**src/rtl/sbc_pkg.sv**
```systemverilog
// ----------------------------------------------------------------------------
// sbc_pkg
// Shared constants for the systematic block code encoder and checker.
// ----------------------------------------------------------------------------
package sbc_pkg;

    localparam int MAX_MESSAGE_BITS = 8;
    localparam int MAX_CHECK_BITS   = 8;

    localparam int WORD_W    = 16;
    localparam int SYN_W     = 8;
    localparam int POS_W     = 5;
    localparam int CW_LEN_W  = 5;
    localparam int MSG_LEN_W = 4;
    localparam int CFG_IDX_W = 2;
    localparam int CFG_DATA_W = 64;
    localparam int ROW_PITCH = 8;
    localparam int OUT_DATA_W = 32;

    typedef enum logic [CFG_IDX_W-1:0] {
        REG_CODEWORD_LENGTH = 2'd0,
        REG_MESSAGE_LENGTH  = 2'd1,
        REG_PARITY_ROWS     = 2'd2
    } t_cfg_reg;

    localparam logic OP_ENCODE = 1'b0;
    localparam logic OP_CHECK  = 1'b1;

    localparam logic [CW_LEN_W-1:0]  CW_LEN_RESET  = 5'd7;
    localparam logic [MSG_LEN_W-1:0] MSG_LEN_RESET = 4'd4;

endpackage

```
**src/rtl/systematic_block_code_encode_check.sv**
```systemverilog
// ----------------------------------------------------------------------------
// systematic_block_code_encode_check
// Systematic (n,k) GF(2) block code: encodes a message or computes the
// syndrome of a received word and locates the matching column of H.
// ----------------------------------------------------------------------------
//  Channel  | Dir | Signals                      | Content
//  s_axis   | in  | tvalid tready tdata tuser    | word_in / operation
//  m_axis   | out | tvalid tready tdata          | codeword, syndrome, flags
//  cfg      | in  | i_cfg_we i_cfg_idx i_cfg_data| codeword/message length, P
//
//  One item per cycle while m_axis takes results; pipeline: input register,
//  parity XOR tree, column match and output register.
//  Each stage holds its item while the next one is full and stalled; a stall on m_axis
//  backs up stage by stage and drops nothing.
//  Synchronous active-low reset clears the valid bits and restores n=7, k=4,
//  P=0.
// ----------------------------------------------------------------------------
module systematic_block_code_encode_check #(
    parameter int MAX_MESSAGE_BITS = sbc_pkg::MAX_MESSAGE_BITS,
    parameter int MAX_CHECK_BITS   = sbc_pkg::MAX_CHECK_BITS
) (
    input  logic                              i_clk,
    input  logic                              i_rst_n,
    input  logic                              i_cfg_we,
    input  logic [sbc_pkg::CFG_IDX_W-1:0]     i_cfg_idx,
    input  logic [sbc_pkg::CFG_DATA_W-1:0]    i_cfg_data,
    input  logic                              s_axis_tvalid,
    output logic                              s_axis_tready,
    input  logic [sbc_pkg::WORD_W-1:0]        s_axis_tdata,  // [15:0] word_in
    input  logic                              s_axis_tuser,  // [0] operation
    output logic                              m_axis_tvalid,
    input  logic                              m_axis_tready,
    // [15:0] codeword_out, [23:16] syndrome, [24] error_seen,
    // [29:25] error_position, [30] uncorrectable, [31] zero
    output logic [sbc_pkg::OUT_DATA_W-1:0]    m_axis_tdata
);
    import sbc_pkg::*;

    localparam int KW = $clog2(MAX_MESSAGE_BITS + 1);
    localparam int RW = $clog2(MAX_CHECK_BITS + 1);

    // configuration
    logic [CW_LEN_W-1:0]       r_cw_len;
    logic [MSG_LEN_W-1:0]      r_msg_len;
    logic [MAX_CHECK_BITS-1:0] r_prow [MAX_MESSAGE_BITS];

    always_ff @(posedge i_clk) begin
        if (!i_rst_n) begin
            r_cw_len  <= CW_LEN_RESET;
            r_msg_len <= MSG_LEN_RESET;
            for (int j = 0; j < MAX_MESSAGE_BITS; j++) begin
                r_prow[j] <= '0;
            end
        end else if (i_cfg_we) begin
            case (i_cfg_idx)
                REG_CODEWORD_LENGTH: r_cw_len  <= i_cfg_data[CW_LEN_W-1:0];
                REG_MESSAGE_LENGTH:  r_msg_len <= i_cfg_data[MSG_LEN_W-1:0];
                REG_PARITY_ROWS: begin
                    for (int j = 0; j < MAX_MESSAGE_BITS; j++) begin
                        r_prow[j] <= i_cfg_data[ROW_PITCH*j +: MAX_CHECK_BITS];
                    end
                end
                default: ;
            endcase
        end
    end

    // clamped sizes, masked rows
    logic [MSG_LEN_W-1:0]      w_k4;
    logic signed [5:0]         w_rdiff;
    logic [MSG_LEN_W-1:0]      w_r4;
    logic [KW-1:0]             w_k;
    logic [RW-1:0]             w_r;
    logic [MAX_CHECK_BITS-1:0] w_rmask;
    logic [MAX_CHECK_BITS-1:0] w_row [MAX_MESSAGE_BITS];

    always_comb begin
        if (r_msg_len == '0) begin
            w_k4 = MSG_LEN_W'(1);
        end else if (r_msg_len > MSG_LEN_W'(MAX_MESSAGE_BITS)) begin
            w_k4 = MSG_LEN_W'(MAX_MESSAGE_BITS);
        end else begin
            w_k4 = r_msg_len;
        end
        w_rdiff = signed'({1'b0, r_cw_len}) - signed'({2'b0, w_k4});
        if (w_rdiff < 6'sd1) begin
            w_r4 = MSG_LEN_W'(1);
        end else if (w_rdiff > 6'(MAX_CHECK_BITS)) begin
            w_r4 = MSG_LEN_W'(MAX_CHECK_BITS);
        end else begin
            w_r4 = w_rdiff[MSG_LEN_W-1:0];
        end
        w_k = KW'(w_k4);
        w_r = RW'(w_r4);
        for (int c = 0; c < MAX_CHECK_BITS; c++) begin
            w_rmask[c] = (c < int'(w_r));
        end
        for (int j = 0; j < MAX_MESSAGE_BITS; j++) begin
            w_row[j] = (j < int'(w_k)) ? (r_prow[j] & w_rmask) : '0;
        end
    end

    // stage handshake
    logic r_v1, r_v2, r_v3;
    logic w_en1, w_en2, w_en3;

    assign w_en3         = !r_v3 || m_axis_tready;
    assign w_en2         = !r_v2 || w_en3;
    assign w_en1         = !r_v1 || w_en2;
    assign s_axis_tready = w_en1;
    assign m_axis_tvalid = r_v3;

    always_ff @(posedge i_clk) begin
        if (!i_rst_n) begin
            r_v1 <= 1'b0;
            r_v2 <= 1'b0;
            r_v3 <= 1'b0;
        end else begin
            if (w_en1) r_v1 <= s_axis_tvalid;
            if (w_en2) r_v2 <= r_v1;
            if (w_en3) r_v3 <= r_v2;
        end
    end

    // stage 1: split message and received parity
    logic                        r1_op;
    logic [MAX_MESSAGE_BITS-1:0] r1_msg;
    logic [MAX_CHECK_BITS-1:0]   r1_rxp;
    logic [MAX_MESSAGE_BITS-1:0] n1_msg;
    logic [MAX_CHECK_BITS-1:0]   n1_rxp;
    logic [WORD_W-1:0]           w_upper;

    always_comb begin
        w_upper = s_axis_tdata >> w_k;
        for (int j = 0; j < MAX_MESSAGE_BITS; j++) begin
            n1_msg[j] = s_axis_tdata[j] && (j < int'(w_k));
        end
        n1_rxp = w_upper[MAX_CHECK_BITS-1:0] & w_rmask;
    end

    always_ff @(posedge i_clk) begin
        if (w_en1 && s_axis_tvalid) begin
            r1_op  <= s_axis_tuser;
            r1_msg <= n1_msg;
            r1_rxp <= n1_rxp;
        end
    end

    // stage 2: parity / syndrome
    logic                        r2_op;
    logic [MAX_MESSAGE_BITS-1:0] r2_msg;
    logic [MAX_CHECK_BITS-1:0]   r2_syn;
    logic [MAX_CHECK_BITS-1:0]   n2_syn;

    always_comb begin
        n2_syn = (r1_op == OP_CHECK) ? r1_rxp : '0;
        for (int j = 0; j < MAX_MESSAGE_BITS; j++) begin
            if (r1_msg[j]) n2_syn = n2_syn ^ w_row[j];
        end
    end

    always_ff @(posedge i_clk) begin
        if (w_en2 && r_v1) begin
            r2_op  <= r1_op;
            r2_msg <= r1_msg;
            r2_syn <= n2_syn;
        end
    end

    // stage 3: column match and result
    logic [WORD_W-1:0] n3_cw;
    logic [SYN_W-1:0]  n3_syn;
    logic              n3_seen;
    logic [POS_W-1:0]  n3_pos;
    logic              n3_unc;
    logic [POS_W-1:0]  w_row_pos;
    logic [POS_W-1:0]  w_bit_idx;

    always_comb begin
        w_row_pos = '0;
        for (int i = MAX_MESSAGE_BITS - 1; i >= 0; i--) begin
            if (w_row[i] == r2_syn) w_row_pos = POS_W'(i + 1);
        end
        w_bit_idx = '0;
        for (int c = 0; c < MAX_CHECK_BITS; c++) begin
            if (r2_syn[c]) w_bit_idx = POS_W'(c);
        end
        n3_cw   = '0;
        n3_syn  = '0;
        n3_seen = 1'b0;
        n3_pos  = '0;
        n3_unc  = 1'b0;
        if (r2_op == OP_ENCODE) begin
            n3_cw = WORD_W'(r2_msg) | (WORD_W'(r2_syn) << w_k);
        end else begin
            n3_syn  = SYN_W'(r2_syn);
            n3_seen = |r2_syn;
            if (n3_seen) begin
                if (w_row_pos != '0) begin
                    n3_pos = w_row_pos;
                end else if ($onehot(r2_syn)) begin
                    n3_pos = POS_W'(w_k) + w_bit_idx + POS_W'(1);
                end else begin
                    n3_unc = 1'b1;
                end
            end
        end
    end

    always_ff @(posedge i_clk) begin
        if (w_en3 && r_v2) begin
            m_axis_tdata <= {1'b0, n3_unc, n3_pos, n3_seen, n3_syn, n3_cw};
        end
    end

endmodule

```
**config.mk**
```make
export PLATFORM = sky130hd
export DESIGN_NAME = systematic_block_code_encode_check
export DESIGN_NICKNAME = d
export VERILOG_FILES = /design/src/rtl/sbc_pkg.sv /design/src/rtl/systematic_block_code_encode_check.sv
export SDC_FILE = /design/constraint.sdc
export NUM_CORES = 1
export LEC_CHECK = 0
export BUFFER_PORTS_ARGS = -buffer_cell sky130_fd_sc_hd__buf_2
export CAP_MARGIN = 25
export CORE_MARGIN = 4
export CORE_UTILIZATION = 53
export CTS_CLUSTER_SIZE = 10
export DETAILED_ROUTE_END_ITERATION = 10
export PLACE_DENSITY_LB_ADDON = 0.3
export SLEW_MARGIN = 20
export SYNTH_ARGS = -nofsm -noshare
export SYNTH_HDL_FRONTEND = slang
export SYNTH_SLANG_ARGS = --single-unit
```
**constraint.sdc**
```tcl
create_clock -name i_clk -period 5.3 [get_ports i_clk]
set_clock_uncertainty 0.2 [all_clocks]
set_input_delay 0.795 -clock i_clk [delete_from_list [all_inputs] [get_ports i_clk]]
set_output_delay 0.795 -clock i_clk [all_outputs]
set_load 0.1 [all_outputs]
```
==> load_flow_metrics.sql <==
INSERT INTO impl_metrics (metric_group, metric, value, unit) VALUES
('finish', 'fin_nets', '1192', ''),
('clock_tree', 'postCtsSetupBuffers', '0', ''),
('global_routing', 'global_route_wire_length_before_repair', '44.7', 'mm'),
('logic_synthesis', 'yosysTopAreaCellShare', '42.0', '%'),
('floorplanning', 'design.die.area', '19600', 'um^2'),
('sta', 'grt_setup_unrepaired', 'no', ''),
('finish', 'synthesis_to_layout_area_growth', '16.2', '%'),
('finish', 'finalInstanceArea', '10700', 'um^2'),
('sta', 'hold_ws', '0.269', 'ns'),
('sta', 'report.final.slew_viol_count', '0', ''),
('finish', 'layout.core_utilization', '63.7', '%'),
('place', 'place.port_buffers', '120', ''),
('logic_synthesis', 'ys_seq_area_share', '44.6', '%'),
('power', 'power.ir.vdd_worst', '0.242', 'mV'),
('sta', 'post-route-min-period', '4.96', 'ns'),
('floorplanning', 'fp-row-count', '47', ''),
('critical_path', 'crit_type', 'reg2reg', ''),
('logic_synthesis', 'synth.net_count', '1084', ''),
('clock_tree', 'clock_net_sink_count', '141', ''),
('power', 'pwr_density_cell', '326', 'nW/um^2'),
('critical_path', 'critPathRequiredTime', '5.29', 'ns'),
('clock_tree', 'cts-root-to-sink-buffers', '2', ''),
('sta', 'setup_tns', '0', 'ns'),
('logic_synthesis', 'synth.top_cells.by_area', 'sky130_fd_sc_hd__edfxtp_1, sky130_fd_sc_hd__xnor2_1, sky130_fd_sc_hd__nand2_1', ''),
('sta', 'worst_slew_margin_rel', '44.8', '%'),
('sta', 'period_share', '93.6', '%'),
('critical_path', 'worstSetupStartpointType', 'register', ''),
('clock_tree', 'clock_tree.root_cell', 'sky130_fd_sc_hd__clkbuf_16', ''),
('global_routing', 'grt_max_degree', '37', ''),
('route', 'via_per_inst', '6.16', ''),
('route', 'avgRoutedWirePerCell', '22.6', 'um'),
('logic_synthesis', 'synth_largest_area_cell', 'sky130_fd_sc_hd__edfxtp_1', ''),
('floorplanning', 'placeableCoreArea', '16800', 'um^2'),
('clock_tree', 'ctsHtreeMaxLevel', '4', ''),
('sta', 'setup_violations_final', '0', ''),
('logic_synthesis', 'number_of_warning_messages_in_the_yosys_log', '0', ''),
('clock_tree', 'cts-buffers-inserted', '17', ''),
('power', 'static_leak', '4.09', 'nW'),
('global_routing', 'grt-ovfl-total', '0', ''),
('logic_synthesis', 'post_synth_edffs', '129', ''),
('route', 'detail_route.drc_violations', '0', ''),
('critical_path', 'critPathMaxFanout', '28', ''),
('route', 'drtPass1Iterations', '6', ''),
('global_routing', 'grt_pass1_vias', '7694', ''),
('flow_run', 'max_cap_viol_count', '0', ''),
('status', 'status', 'finished, final reports clean', ''),
('floorplanning', 'chipHeight', '140', 'um'),
('sta', 'worstMarginPinSlew', '0.824', 'ns'),
('clock_tree', 'clkSlewWorstSetupHoldPaths', '0.07', 'ns'),
('floorplanning', 'die_w', '140', 'um'),
('floorplanning', 'start_util', '54.8', '%'),
('place', 'place_worst_setup_slack', '0.315', 'ns'),
('logic_synthesis', 'share_of_flip_flops_with_an_asynchronous_set_or_reset_after_synthesis', '0', '%'),
('route', 'drt.antenna.violating_nets', '0', ''),
('clock_tree', 'worst_skew_pair.late_latency', '0.43', 'ns'),
('place', 'placedInstanceArea', '10100', 'um^2'),
('route', 'routed_wl', '29.8', 'mm'),
('sta', 'postLayoutSetupSlackWorst', '0.340', 'ns'),
('global_routing', 'initial_antenna_violation_count', '0', ''),
('global_routing', 'grt_util_all_layers', '30.0', '%'),
('route', 'num_vias', '8134', ''),
('logic_synthesis', 'synthesis.area_per_instance', '9.42', 'um^2'),
('critical_path', 'arrival', '4.95', 'ns'),
('critical_path', 'end_kind', 'register', ''),
('min_path', 'worst_min_path_class', 'reg2reg', ''),
('route', 'iteration_0_drc_markers', '1247', ''),
('floorplanning', 'ios', '122', ''),
('finish', 'layout-drive-gt1-share', '19.4', '%'),
('logic_synthesis', 'synth.ff_latch_count', '141', ''),
('sta', 'hold_viol_final', '0', ''),
('sta', 'timing.fmax', '0.202', 'GHz'),
('logic_synthesis', 'postSynthCellCount', '979', ''),
('place', 'place.gp.congestion', '0.986', ''),
('place', 'hpwlAfterDp', '22.0', 'mm'),
('logic_synthesis', 'ys_dominant_reg_cell', 'sky130_fd_sc_hd__edfxtp_1', ''),
('clock_tree', 'tritoncts_clock_tree', 'done', ''),
('logic_synthesis', 'netlist_area', '9220', 'um^2'),
('logic_synthesis', 'netlist-cell-type-count', '79', ''),
('finish', 'n_antenna_cell', '0', '');
-- per-layer routing --
layer	vias to the layer above	track usage, %	routed length (um)
li1	3701	-	-
met1	3785	39.9	11700
met2	547	47.7	13600
met3	101	5.97	3210
met4	0	13.1	1240
met5	-	0	0
-- worst paths after layout --
path / start / slack (ns) / to / cells past startpoint
hold reg to reg: r1_msg[6] / 0.27 / r2_msg[6] / 0
setup / recovery: r_msg_len[2] / 0.34 / m_axis_tdata[25] / 15
hold / removal: r1_msg[6] / 0.27 / r2_msg[6] / 0
setup reg to reg: r_msg_len[2] / 0.34 / m_axis_tdata[25] / 15
-- timing repair --
action	in CTS	in global routing
setup endpoints to repair	0	2
hold buffers	0	0
resized for setup	0	1
-- worst max-delay path, stage by stage (launching register included) --
cell                      delay (ns)
sky130_fd_sc_hd__dfxtp_1        0.34
sky130_fd_sc_hd__buf_4          0.31
sky130_fd_sc_hd__nor2b_1        0.23
sky130_fd_sc_hd__inv_1          0.07
sky130_fd_sc_hd__ha_1           0.36
sky130_fd_sc_hd__o21ai_0        0.24
sky130_fd_sc_hd__a21oi_2        0.11
sky130_fd_sc_hd__a31oi_1        0.64
sky130_fd_sc_hd__o21ai_1        0.42
sky130_fd_sc_hd__o31ai_1        0.34
sky130_fd_sc_hd__nand4_1        0.13
sky130_fd_sc_hd__or4_1          0.59
sky130_fd_sc_hd__nor2b_1        0.18
sky130_fd_sc_hd__and2_4         0.19
sky130_fd_sc_hd__a41o_1         0.23
sky130_fd_sc_hd__o21a_1         0.16
-- kinds of logic (layout without fill, tap and decap cells) --
kind of cell | Yosys count | in the layout | share of synthesized area (%)
AO/OA/AOI/OAI | 183 | 183 | 13.8
XOR/XNOR | 92 | 92 | 8.82
adder cells (fa/ha/maj) | 17 | 17 | 2.80
buffers and inverters | 95 | 216 | 4.00
flip-flops | 141 | 141 | 44.6
multiplexers | 29 | 29 | 3.31
other | 1 | 1 | 0.0407
AND/OR/NAND/NOR | 421 | 421 | 22.6
-- cell usage in the layout, fill, tap and decap left out, types with 17 or more instances in the layout --
cell / instances
sky130_fd_sc_hd__nor3_1: 19
sky130_fd_sc_hd__o21ai_0: 23
sky130_fd_sc_hd__buf_4: 34
sky130_fd_sc_hd__mux2i_1: 26
sky130_fd_sc_hd__inv_1: 25
sky130_fd_sc_hd__nand2_1: 148
sky130_fd_sc_hd__buf_2: 120
sky130_fd_sc_hd__and2_1: 85
sky130_fd_sc_hd__nor2_1: 64
sky130_fd_sc_hd__edfxtp_1: 129
sky130_fd_sc_hd__nand3_1: 22
sky130_fd_sc_hd__a21oi_1: 51
sky130_fd_sc_hd__clkbuf_16: 17
sky130_fd_sc_hd__xnor2_1: 81
sky130_fd_sc_hd__nor2b_1: 23
-- synth_stat cells (3+ instances only) --
| master | number |
|---|---|
| sky130_fd_sc_hd__a31oi_1 | 13 |
| sky130_fd_sc_hd__and3_1 | 6 |
| sky130_fd_sc_hd__o31ai_1 | 10 |
| sky130_fd_sc_hd__clkinv_1 | 3 |
| sky130_fd_sc_hd__or4_1 | 8 |
| sky130_fd_sc_hd__fa_1 | 6 |
| sky130_fd_sc_hd__or3_1 | 4 |
| sky130_fd_sc_hd__a2111oi_0 | 3 |
| sky130_fd_sc_hd__o32a_1 | 3 |
| sky130_fd_sc_hd__nor2_1 | 65 |
| sky130_fd_sc_hd__o21ai_0 | 23 |
| sky130_fd_sc_hd__nor4_1 | 8 |
| sky130_fd_sc_hd__and2_1 | 85 |
| sky130_fd_sc_hd__o211ai_1 | 5 |
| sky130_fd_sc_hd__nor2b_1 | 24 |
| sky130_fd_sc_hd__nand2_1 | 149 |
| sky130_fd_sc_hd__buf_1 | 8 |
| sky130_fd_sc_hd__a211oi_1 | 12 |
| sky130_fd_sc_hd__o221ai_1 | 6 |
| sky130_fd_sc_hd__xnor2_1 | 81 |
| sky130_fd_sc_hd__o2111ai_1 | 3 |
| sky130_fd_sc_hd__nor3b_1 | 4 |
| sky130_fd_sc_hd__inv_1 | 25 |
| sky130_fd_sc_hd__dfxtp_1 | 12 |
| sky130_fd_sc_hd__ha_1 | 11 |
| sky130_fd_sc_hd__mux2i_1 | 26 |
| sky130_fd_sc_hd__xor2_1 | 10 |
| sky130_fd_sc_hd__a22oi_1 | 6 |
| sky130_fd_sc_hd__a21boi_0 | 4 |
| sky130_fd_sc_hd__edfxtp_1 | 129 |
| sky130_fd_sc_hd__nor3_1 | 19 |
| sky130_fd_sc_hd__nand2b_1 | 4 |
| sky130_fd_sc_hd__a21oi_1 | 51 |
| sky130_fd_sc_hd__nand3_1 | 22 |
| sky130_fd_sc_hd__clkbuf_1 | 50 |
| sky130_fd_sc_hd__buf_2 | 7 |
| sky130_fd_sc_hd__o21a_1 | 5 |
| sky130_fd_sc_hd__or2_2 | 5 |
| sky130_fd_sc_hd__nand4_1 | 11 |
-- state kept, by name, indices dropped and copies added, names as in the netlist --
signal / flops
r_v1: 1
m_axis_tdata: 31
r1_op: 1
r_prow: 64
r1_msg: 8
r2_syn: 8
r2_msg: 8
r_v2: 1
m_axis_tvalid: 1
r1_rxp: 8
r2_op: 1
r_msg_len: 4
r_cw_len: 5
-- report_power, final --
part	total (mW)	switching (mW)	internal (mW)
Combinational	0.913	0.587	0.327
Clock	1.19	0.531	0.664
Sequential	1.38	0.0746	1.31
Total	3.49	1.19	2.30
-- metrics by stage --
step	power (mW)	instances
6_report	3.49	1320
5_1_grt	3.62	1320
4_1_cts	3.47	1320
3_5_place_dp	2.29	1288
3_3_place_gp	2.28	1287
2_1_floorplan	2.00	979
-- final cells by class --
type	instances	area [um^2]
clock inverters	15	153
well taps	220	275
fillers	1415	6110
inverters	29	109
clock buffers	17	425
multi-input cells	743	4760
flip-flops and latches	141	4110
repair buffers	155	871
(Power assumes the default switching activity.)
